## src/sbpp_pkg.sv

```systemverilog
// Package for the sub-byte pixel packer: types, register indexes and depth codes.
// No dependencies; every other file of the block refers to it by scoped names.
package sbpp_pkg;

    localparam int PixelW = 8;
    localparam int CfgW   = 13;
    localparam int AddrW  = 4;
    localparam int DataW  = 32;

    typedef enum logic [1:0] {
        DEPTH_1 = 2'd0,
        DEPTH_2 = 2'd1,
        DEPTH_4 = 2'd2,
        DEPTH_8 = 2'd3
    } depth_code_t;

    typedef enum logic [1:0] {
        REG_DEPTH = 2'd0,
        REG_WIDTH = 2'd1,
        REG_ROWS  = 2'd2
    } reg_index_t;

    // Configuration seen by the packing core
    typedef struct packed {
        depth_code_t       depth_code;
        logic [CfgW-1:0]   row_width;
        logic [CfgW-1:0]   row_count;
        logic              clear;
    } cfg_t;

    typedef struct packed {
        logic [PixelW-1:0] packed_byte;
        logic              end_of_row;
        logic              end_of_image;
    } result_t;

    // Bits per pixel for a depth code
    function automatic logic [3:0] depth_bits(depth_code_t code);
        logic [3:0] bits;
        begin
            case (code)
                DEPTH_1: bits = 4'd1;
                DEPTH_2: bits = 4'd2;
                DEPTH_4: bits = 4'd4;
                DEPTH_8: bits = 4'd8;
                default: bits = 4'd8;
            endcase
            return bits;
        end
    endfunction

endpackage

```

## src/sub_byte_pixel_packer.sv

```systemverilog
// Sub-byte pixel packer: packs 1, 2 or 4 bit pixels MSB first into bytes, 8 bit passes.
// Pixels are registered at the input; packed bytes are registered at the output.
// Throughput: one pixel per cycle, set by the single-pass shift/OR between the input
// register and the result register; the result stage holds two items before stalling.
// Reset (rst_n, asynchronous): depth 8 bits, one pixel per row, one row; packing empty.
// Depends on sbpp_pkg, sbpp_cfg_regs, sbpp_pack_core and sbpp_out_skid.
module sub_byte_pixel_packer
#(
    parameter int MAX_WIDTH = 4096,
    parameter int MAX_ROWS  = 4096
)
(
    input  logic                          clk,
    input  logic                          rst_n,
    // Configuration port
    input  logic                          psel,
    input  logic                          penable,
    input  logic                          pwrite,
    input  logic [sbpp_pkg::AddrW-1:0]    paddr,
    input  logic [sbpp_pkg::DataW-1:0]    pwdata,
    output logic [sbpp_pkg::DataW-1:0]    prdata,
    output logic                          pready,
    // Pixel input
    input  logic                          s_axis_tvalid,
    output logic                          s_axis_tready,
    input  logic [7:0]                    s_axis_tdata,   // [7:0] pixel_value
    // Packed byte output
    output logic                          m_axis_tvalid,
    input  logic                          m_axis_tready,
    output logic [7:0]                    m_axis_tdata,   // [7:0] packed_byte
    output logic                          m_axis_tlast,   // end_of_row
    output logic                          m_axis_tuser    // [0] end_of_image
);

    sbpp_pkg::cfg_t     cfg;
    sbpp_pkg::result_t  res;
    sbpp_pkg::result_t  out_res;
    logic               res_valid;
    logic               out_room;

    // Registers; any write to a known register restarts the image
    sbpp_cfg_regs u_cfg
    (
        .clk     (clk),
        .rst_n   (rst_n),
        .psel    (psel),
        .penable (penable),
        .pwrite  (pwrite),
        .paddr   (paddr),
        .pwdata  (pwdata),
        .prdata  (prdata),
        .pready  (pready),
        .cfg     (cfg)
    );

    // Hold each item in the input register, then shift it into the partial byte
    // and advance the column and row counters in one pass
    sbpp_pack_core
    #(
        .MAX_WIDTH (MAX_WIDTH),
        .MAX_ROWS  (MAX_ROWS)
    )
    u_core
    (
        .clk       (clk),
        .rst_n     (rst_n),
        .cfg       (cfg),
        .in_valid  (s_axis_tvalid),
        .in_ready  (s_axis_tready),
        .in_pixel  (s_axis_tdata),
        .out_room  (out_room),
        .res_valid (res_valid),
        .res       (res)
    );

    // Result register plus skid entry: a waiting byte does not stop the input
    sbpp_out_skid u_out
    (
        .clk       (clk),
        .rst_n     (rst_n),
        .push      (res_valid),
        .push_data (res),
        .room      (out_room),
        .out_valid (m_axis_tvalid),
        .out_ready (m_axis_tready),
        .out_data  (out_res)
    );

    assign m_axis_tdata = out_res.packed_byte;
    assign m_axis_tlast = out_res.end_of_row;
    assign m_axis_tuser = out_res.end_of_image;

endmodule

```

## src/sbpp_cfg_regs.sv

```systemverilog
// Configuration register file behind the APB-style port.
// Depends on sbpp_pkg for the register indexes and the cfg_t struct.
module sbpp_cfg_regs
(
    input  logic                        clk,
    input  logic                        rst_n,
    input  logic                        psel,
    input  logic                        penable,
    input  logic                        pwrite,
    input  logic [sbpp_pkg::AddrW-1:0]  paddr,
    input  logic [sbpp_pkg::DataW-1:0]  pwdata,
    output logic [sbpp_pkg::DataW-1:0]  prdata,
    output logic                        pready,
    output sbpp_pkg::cfg_t              cfg
);

    sbpp_pkg::depth_code_t          depth_reg, depth_next;
    logic [sbpp_pkg::CfgW-1:0]      width_reg, width_next;
    logic [sbpp_pkg::CfgW-1:0]      rows_reg, rows_next;
    logic                           wr_en;
    logic                           hit;
    logic [1:0]                     index;

    assign pready = 1'b1;
    assign wr_en  = psel & penable & pwrite;
    assign index  = paddr[sbpp_pkg::AddrW-1:2];

    always_comb
    begin
        depth_next = depth_reg;
        width_next = width_reg;
        rows_next  = rows_reg;
        hit        = 1'b0;
        case (index)
            sbpp_pkg::REG_DEPTH:
            begin
                hit        = wr_en;
                depth_next = sbpp_pkg::depth_code_t'(pwdata[1:0]);
            end
            sbpp_pkg::REG_WIDTH:
            begin
                hit        = wr_en;
                width_next = pwdata[sbpp_pkg::CfgW-1:0];
            end
            sbpp_pkg::REG_ROWS:
            begin
                hit       = wr_en;
                rows_next = pwdata[sbpp_pkg::CfgW-1:0];
            end
            default:
            begin
                hit = 1'b0;
            end
        endcase
    end

    always_ff @(posedge clk or negedge rst_n)
    begin
        if (!rst_n)
        begin
            depth_reg <= sbpp_pkg::DEPTH_8;
            width_reg <= sbpp_pkg::CfgW'(1);
            rows_reg  <= sbpp_pkg::CfgW'(1);
        end
        else if (hit)
        begin
            depth_reg <= depth_next;
            width_reg <= width_next;
            rows_reg  <= rows_next;
        end
    end

    always_comb
    begin
        case (index)
            sbpp_pkg::REG_DEPTH: prdata = {30'd0, depth_reg};
            sbpp_pkg::REG_WIDTH: prdata = {19'd0, width_reg};
            sbpp_pkg::REG_ROWS:  prdata = {19'd0, rows_reg};
            default:             prdata = '0;
        endcase
    end

    assign cfg.depth_code = depth_reg;
    assign cfg.row_width  = width_reg;
    assign cfg.row_count  = rows_reg;
    assign cfg.clear      = hit;

endmodule

```

## src/sbpp_pack_core.sv

```systemverilog
// Packing core: input register, packing state and the single-pass shift/OR logic.
// Depends on sbpp_pkg for cfg_t, result_t and the depth decode.
module sbpp_pack_core
#(
    parameter int MAX_WIDTH = 4096,
    parameter int MAX_ROWS  = 4096
)
(
    input  logic                          clk,
    input  logic                          rst_n,
    input  sbpp_pkg::cfg_t                cfg,
    input  logic                          in_valid,
    output logic                          in_ready,
    input  logic [sbpp_pkg::PixelW-1:0]   in_pixel,
    input  logic                          out_room,
    output logic                          res_valid,
    output sbpp_pkg::result_t             res
);

    localparam int ColW  = (MAX_WIDTH > 1) ? $clog2(MAX_WIDTH) : 1;
    localparam int RowW  = (MAX_ROWS > 1) ? $clog2(MAX_ROWS) : 1;
    localparam int WCapW = $clog2(MAX_WIDTH + 1);
    localparam int RCapW = $clog2(MAX_ROWS + 1);
    localparam int WCmpW = ((WCapW > sbpp_pkg::CfgW) ? WCapW : sbpp_pkg::CfgW) + 1;
    localparam int RCmpW = ((RCapW > sbpp_pkg::CfgW) ? RCapW : sbpp_pkg::CfgW) + 1;

    logic                          in_valid_reg;
    logic [sbpp_pkg::PixelW-1:0]   pix_reg;
    logic [sbpp_pkg::PixelW-1:0]   partial_reg, partial_next;
    logic [3:0]                    bits_reg, bits_next;
    logic [ColW-1:0]               col_reg, col_next;
    logic [RowW-1:0]               row_reg, row_next;

    logic                          adv;
    logic [4:0]                    bits_sum;
    logic [3:0]                    bits_new;
    logic [2:0]                    shamt;
    logic [15:0]                   shifted;
    logic [sbpp_pkg::PixelW-1:0]   byte_new;
    logic [WCmpW-1:0]              width_raw, width_eff, col_plus;
    logic [RCmpW-1:0]              rows_raw, rows_eff, row_plus;
    logic                          row_end, image_end, emit;

    assign adv      = in_valid_reg & out_room;
    assign in_ready = ~in_valid_reg | out_room;

    // Clamp the geometry registers: zero acts as one, oversize as the maximum
    assign width_raw = WCmpW'(cfg.row_width);
    assign rows_raw  = RCmpW'(cfg.row_count);
    always_comb
    begin
        if (width_raw == '0)
            width_eff = WCmpW'(1);
        else if (width_raw > WCmpW'(MAX_WIDTH))
            width_eff = WCmpW'(MAX_WIDTH);
        else
            width_eff = width_raw;
        if (rows_raw == '0)
            rows_eff = RCmpW'(1);
        else if (rows_raw > RCmpW'(MAX_ROWS))
            rows_eff = RCmpW'(MAX_ROWS);
        else
            rows_eff = rows_raw;
    end

    // Shift the unmasked pixel into the partial byte and OR it in
    assign bits_sum = {1'b0, bits_reg} + {1'b0, sbpp_pkg::depth_bits(cfg.depth_code)};
    assign bits_new = (bits_sum > 5'd8) ? 4'd8 : bits_sum[3:0];
    assign shamt    = 3'(4'd8 - bits_new);
    assign shifted  = {8'h00, pix_reg} << shamt;
    assign byte_new = partial_reg | shifted[7:0];

    assign col_plus  = WCmpW'(col_reg) + WCmpW'(1);
    assign row_plus  = RCmpW'(row_reg) + RCmpW'(1);
    assign row_end   = (col_plus >= width_eff);
    assign image_end = row_end & (row_plus >= rows_eff);
    assign emit      = (bits_new == 4'd8) | row_end;

    always_comb
    begin
        partial_next = partial_reg;
        bits_next    = bits_reg;
        col_next     = col_reg;
        row_next     = row_reg;
        if (cfg.clear)
        begin
            partial_next = '0;
            bits_next    = '0;
            col_next     = '0;
            row_next     = '0;
        end
        else if (adv)
        begin
            partial_next = emit ? '0 : byte_new;
            bits_next    = emit ? 4'd0 : bits_new;
            if (row_end)
            begin
                col_next = '0;
                row_next = image_end ? '0 : row_plus[RowW-1:0];
            end
            else
            begin
                col_next = col_plus[ColW-1:0];
            end
        end
    end

    always_ff @(posedge clk or negedge rst_n)
    begin
        if (!rst_n)
        begin
            in_valid_reg <= 1'b0;
            partial_reg  <= '0;
            bits_reg     <= '0;
            col_reg      <= '0;
            row_reg      <= '0;
        end
        else
        begin
            if (in_ready)
                in_valid_reg <= in_valid;
            partial_reg <= partial_next;
            bits_reg    <= bits_next;
            col_reg     <= col_next;
            row_reg     <= row_next;
        end
    end

    always_ff @(posedge clk)
    begin
        if (in_ready & in_valid)
            pix_reg <= in_pixel;
    end

    assign res_valid        = adv & emit;
    assign res.packed_byte  = byte_new;
    assign res.end_of_row   = row_end;
    assign res.end_of_image = image_end;

endmodule

```

## src/sbpp_out_skid.sv

```systemverilog
// Result register with a skid entry so the core keeps going while a result waits.
// Depends on sbpp_pkg for the result_t struct.
module sbpp_out_skid
(
    input  logic                          clk,
    input  logic                          rst_n,
    input  logic                          push,
    input  sbpp_pkg::result_t             push_data,
    output logic                          room,
    output logic                          out_valid,
    input  logic                          out_ready,
    output sbpp_pkg::result_t             out_data
);

    logic               out_valid_reg, out_valid_next;
    logic               skid_valid_reg, skid_valid_next;
    sbpp_pkg::result_t  out_data_reg, out_data_next;
    sbpp_pkg::result_t  skid_data_reg, skid_data_next;
    logic               pop;

    assign pop  = out_valid_reg & out_ready;
    assign room = ~skid_valid_reg;

    always_comb
    begin
        out_valid_next  = out_valid_reg;
        skid_valid_next = skid_valid_reg;
        out_data_next   = out_data_reg;
        skid_data_next  = skid_data_reg;
        if (pop)
        begin
            if (skid_valid_reg)
            begin
                out_data_next   = skid_data_reg;
                skid_valid_next = 1'b0;
            end
            else
            begin
                out_valid_next = push;
                out_data_next  = push_data;
            end
        end
        else if (push)
        begin
            if (!out_valid_reg)
            begin
                out_valid_next = 1'b1;
                out_data_next  = push_data;
            end
            else
            begin
                skid_valid_next = 1'b1;
                skid_data_next  = push_data;
            end
        end
    end

    always_ff @(posedge clk or negedge rst_n)
    begin
        if (!rst_n)
        begin
            out_valid_reg  <= 1'b0;
            skid_valid_reg <= 1'b0;
        end
        else
        begin
            out_valid_reg  <= out_valid_next;
            skid_valid_reg <= skid_valid_next;
        end
    end

    always_ff @(posedge clk)
    begin
        out_data_reg  <= out_data_next;
        skid_data_reg <= skid_data_next;
    end

    assign out_valid = out_valid_reg;
    assign out_data  = out_data_reg;

endmodule
```

## config.mk

```make
export PLATFORM = sky130hd
export DESIGN_NAME = sub_byte_pixel_packer
export DESIGN_NICKNAME = d
export VERILOG_FILES = /design/src/sbpp_pkg.sv /design/src/sub_byte_pixel_packer.sv /design/src/sbpp_cfg_regs.sv /design/src/sbpp_pack_core.sv /design/src/sbpp_out_skid.sv
export SDC_FILE = /design/constraint.sdc
export NUM_CORES = 1
export LEC_CHECK = 0
export BUFFER_PORTS_ARGS = -buffer_cell sky130_fd_sc_hd__clkbuf_2
export CAP_MARGIN = 20
export CORE_UTILIZATION = 52
export CTS_CLUSTER_SIZE = 12
export DETAILED_ROUTE_END_ITERATION = 12
export GPL_ROUTABILITY_DRIVEN = 0
export GPL_TIMING_DRIVEN = 0
export PLACE_DENSITY = 0.82
export SYNTH_ARGS = -nofsm -noshare
export SYNTH_HDL_FRONTEND = slang
export SYNTH_HIERARCHICAL = 1
export SYNTH_SLANG_ARGS = --single-unit
```

## constraint.sdc

```tcl
create_clock -name clk -period 3.8 [get_ports clk]
set_input_delay 0.19 -clock clk [delete_from_list [all_inputs] [get_ports clk]]
set_output_delay 0.19 -clock clk [all_outputs]
set_load 0.02 [all_outputs]
```

; ---- Yosys cells after proc, flatten, opt, wreduce, memory -nomap -nowiden
; Index checks and enable logic that the tools add are counted.
[word_totals]
ff_bits = 95
latchBits = 0
ram_bits = 0
mem_bits_ro = 0
inputBits = 51
out_inout_bits = 45
elab_cells = 96
n_memories = 0
[classes]
n_addsub = 4
multipliers = 0
n_div = 0
magnitude_cmp = 5
eq_ne = 8
n_shift = 1
muxes = 31
n_bitwise = 13
reduce_logical = 17
[ops]
columns = op, count
row1 = $mux W12, 7
row2 = $mux W10, 4
row3 = $mux W13, 3
row4 = $pmux W13 S3, 1
row5 = $logic_not A14 Y1, 2
row6 = $add A12 B1 Y13 const B, 2
row7 = $gt A13 B13 Y1 const B, 2
row8 = $mux W8, 3
row9 = $mux W4, 4
row10 = $pmux W4 S4, 1
row11 = $ge A14 B13 Y1, 1
row12 = $ge A14 B14 Y1, 1
row13 = $mux W14, 1
row14 = $reduce_and A2 Y1, 7
row15 = $or A8 B8 Y8, 1
row16 = $reduce_bool A2 Y1, 4
row17 = $shl A8 B3 Y8, 1
row18 = $and A1 B1 Y1, 7
row19 = $mux W1, 7
row20 = $eq A2 B2 Y1 const B, 3
row21 = $add A4 B4 Y5, 1
row22 = $gt A5 B4 Y1 const B, 1
row23 = $eq A2 B1 Y1 const B, 2
row24 = $eq A4 B4 Y1 const B, 1
row25 = 7 further kinds, 12

; ---- Longest topological paths before layout
[logic_depth]
word_depth = 11
depth_mapped = 16
depth_no_buf = 15

; ---- By module
; Netlist, hierarchy kept.
[modules_own_cells]
columns = mod, instances, cells_per_inst, area_each_um2
row1 = sbpp_pack_core, 1, 402, 3547.2
row2 = sbpp_cfg_regs, 1, 109, 1402.6
row3 = sbpp_out_skid, 1, 40, 825.8

; ---- Worst setup path after synthesis
; No wires, ideal clock.
[synth_timing]
kind = register to register
from = register u_cfg.depth_reg[1]
to = register u_out.out_data_reg (netlist bit u_out/out_data[7]) (data pin)
setup_time_ps = 260
arrival_time_ps = 3561
t_required_ps = 3540
path_slack_ps = -21
path_stages_with_launch = 15
n_path_buf = 1
period_less_slack_ps = 3821
path_cell_list = dfstp_2 nand2b_1 inv_1 ha_1 a21o_1 and3_1 o21ai_1 or3_2 ha_1 buf_12 xnor2_2 mux2i_1 a211oi_1 or3b_1 mux2_2
[synth_rtl]
columns = element, line
row1 = "start, declared", sbpp_cfg_regs.sv:17  ; sbpp_pkg::depth_code_t depth_reg, depth_next;
row2 = "start signal, assigned", sbpp_cfg_regs.sv:61  ; depth_reg <= sbpp_pkg::DEPTH_8;
row3 = "start signal, assigned", sbpp_cfg_regs.sv:67  ; depth_reg <= depth_next;
row4 = "end signal, assigned", sbpp_out_skid.sv:74  ; out_data_reg <= out_data_next;
row5 = "end, declared", sbpp_out_skid.sv:17  ; sbpp_pkg::result_t out_data_reg, out_data_next;

==> reports/qor.txt <==
Nets - 735
Compound-gate portion of the synthesized area - 14.0%
Vias in the first global route - 4454
Post-DRT Antenna Nets - 0
Hold Violations, Final - 0
CP startpoint kind - flip-flop
Met3 Use GR - 3.93%
Core area - 10800 sq um
Critical Path End Type - flip-flop
Highest clock rate - 0.268 GHz
EDFF count, synth - 28
CP required - 3920 ps
Worst slew pin tran - 899 ps
Tot Pwr - 2.96 mW
Ranking of synthesized cells by area - dfrtp_1, edfxtp_1, mux2_2
Net Sw Power - 1.04 mW
Initial Util - 53.3%
Placed cell areas - 6300 sq um
TritonCTS buffer count - 9
Global routing's busiest layer - met2
Synthesized cell area - 5780 sq um
Via count - 4591
Main combinational cell family by area after synthesis - simple AND/OR/NAND/NOR gates
Die W - 107 microns
Distinct cells, synth - 62
Largest net degree at the start of global routing - 68
Fraction of layout cells with a size suffix above 1 - 28.9%
Post-synth ARST share - 70.5%
Area Growth Syn to Fin - 16.5%
Status - completed
Period utilization - 98.2%
Combinational Power Share - 36.3%
Worst setup margin - 66.7 ps
Filler Cells Inserted - 895
Crit path time final - 3730 ps
Vias/cell - 5.77
Total global-route track usage - 23.3%
Type of the tightest min-delay check - in -> reg
Row cnt - 38
Worst vdd ir - 0.274 mV
Met2 usage - 41.6%
Routed wire per std cell - 16.4 microns
Xor-xnor portion of the synthesized cell area - 3.94%
Slew margin rel. - 40.1%
Pre-CTS WS - -345 ps
Detailed Place HPWL - 9.64 mm
Switching Share - 35.1%
Sequential share of power - 43.5%
RSZ-0062 raised after global routing - true
Max-Cap Viols - 0
Critical path fanouts, max - 7
Die area - 11500 sq um
Synth Area in Adders - 7.50%
Yosys top cell area share - 27.3%
DRC - 0
Yosys reg bits - 95
Syn. warnings - 6
Post-placement cell count - 762
Port bufs - 53
Finished Cell Area - 6730 sq um
Setup-failing EPs final - 0
Clk slew on worst S/H paths - 90 ps
Yosys top cell by area - dfrtp_1
Cell internal pwr - 1.92 mW
Detailed Routing Iterations Pass 1 - 5
GRT overflow - 0
Mux cell area share after synthesis - 9.58%
Worst-Skew Late Latency - 360 ps
CTS Buffer Depth - 2
TritonCTS Sinks - 95
Syn avg cell area - 10.5 sq um
Pwr dens - 440 nW/um^2
Clock power frac - 20.2%
DR iter-0 viols - 303
Initial antenna violation count - 0
Post-synth top cells - dfrtp_1, nand2_1, mux2_2
Hold slack - 24.1 ps
Setup CP Type - reg -> reg
Sequential fraction of the synthesis area - 43.7%
Clock Tree Root - clkbuf_8
CTS H-tree depth - 3
Wirelength, routed - 13.1 mm
I/O pin count - 96
Crit path DAT - 3850 ps
Fin. max-slew vios - 0
Non-filler cells in the finished layout - 795
Simple-Gate Fraction of Synth Area - 15.4%
Ys flop type - dfrtp_1
Post-route setup TNS - 0 ps
CTS tree - built
Clock Skews - 8.09 ps
Inserted Diodes - 0
Die Ht - 107 microns
First-pass GRT wire length - 21.1 mm
Most frequent cell after synthesis - dfrtp_1
Lkg Pwr - 3.12 nW
Core Util, Final - 62.1%
Post-synthesis instance total - 551
Global Route met1 Usage - 28.4%
-- cells by family (layout without fill, tap and decap cells) --
family / Yosys count / after routing
simple gates: 176 / 177
compound gates: 115 / 115
flops: 95 / 95
buf+inv: 57 / 142
mux: 49 / 49
fa+ha+maj: 34 / 34
xor+xnor: 23 / 23
other cells: 2 / 20
-- layer usage --
| metal | vias to the layer above | wire [microns] |
|---|---|---|
| met5 | - | 0 |
| met4 | 0 | 278 |
| met3 | 28 | 612 |
| met2 | 157 | 6580 |
| met1 | 2230 | 5590 |
| li1 | 2176 | - |
-- final timing paths --
kind                                                    from                                end  slack [ps]  depth (start not counted)
max                           u_cfg/depth_reg[1]$_DFFE_PN1P_        u_out/out_data[7]$_DFFE_PP_          70                         15
min reg2reg                u_core/partial_reg[2]$_DFFE_PN0P_  u_core/partial_reg[2]$_DFFE_PN0P_         490                          1
max in group asynchronous                              rst_n      u_core/col_reg[3]$_DFFE_PN0P_        2650                          2
min in group asynchronous                              rst_n     u_cfg/rows_reg[11]$_DFFE_PN0P_         520                          2
min                                          s_axis_tdata[1]        u_core/pix_reg[1]$_DFFE_PP_          20                          1
max reg2reg                   u_cfg/depth_reg[1]$_DFFE_PN1P_        u_out/out_data[7]$_DFFE_PP_          70                         15
-- power by group through the flow --
stage	clock network (mW)	logic [mW]	registers [mW]
2_1_floorplan	0	0.756	1.27
3_3_place_gp	0	0.919	1.30
3_5_place_dp	0	0.971	1.31
4_1_cts	0.618	1.01	1.29
5_1_grt	0.652	1.18	1.30
6_report	0.598	1.08	1.29
-- layout by cell type, fill, tap and decap left out, drive strengths merged, types with 20 or more instances in the layout --
master / count
nand2: 50
dfrtp: 63
mux2: 40
nand3: 25
a22o: 24
conb: 20
a21oi: 29
edfxtp: 28
ha: 33
buf: 39
nor2: 33
clkbuf: 75
o21ai: 23
-- critical path, stage by stage (launching register included) --
cell	delay, ps
dfstp_2	570
nand2b_4	140
inv_1	40
ha_1	270
a21o_1	190
buf_4	140
nand3_2	80
o21ai_4	80
or3_4	380
ha_2	200
buf_12	140
xnor2_4	190
mux2i_2	270
a211oi_2	110
or3b_1	410
mux2_2	270
-- area by class of cell --
| type | count | area, sq um | share of cell area, % |
|---|---|---|---|
| Multi-Input combinational cell | 418 | 3110 | 46.3 |
| Sequential cell | 95 | 2520 | 37.5 |
| Timing Repair Buffer | 70 | 415 | 6.17 |
| Buffer | 42 | 280 | 4.17 |
| Tap cell | 140 | 175 | 2.60 |
| Clock buffer | 10 | 128 | 1.90 |
| Inverter | 14 | 52.6 | 0.781 |
| Clock inverter | 6 | 41.3 | 0.614 |
-- timing repair --
item / CTS / global route
setup endpoints to repair: 30 / 47
hold buffers: 8 / 0
cloned: 0 / 1
endpoints found under the hold margin: 21 / 0
buffers inserted: 3 / 6
pin swaps: 1 / 4
gates resized for setup: 8 / 21
Note: power is estimated with default switching activity, not from simulation.
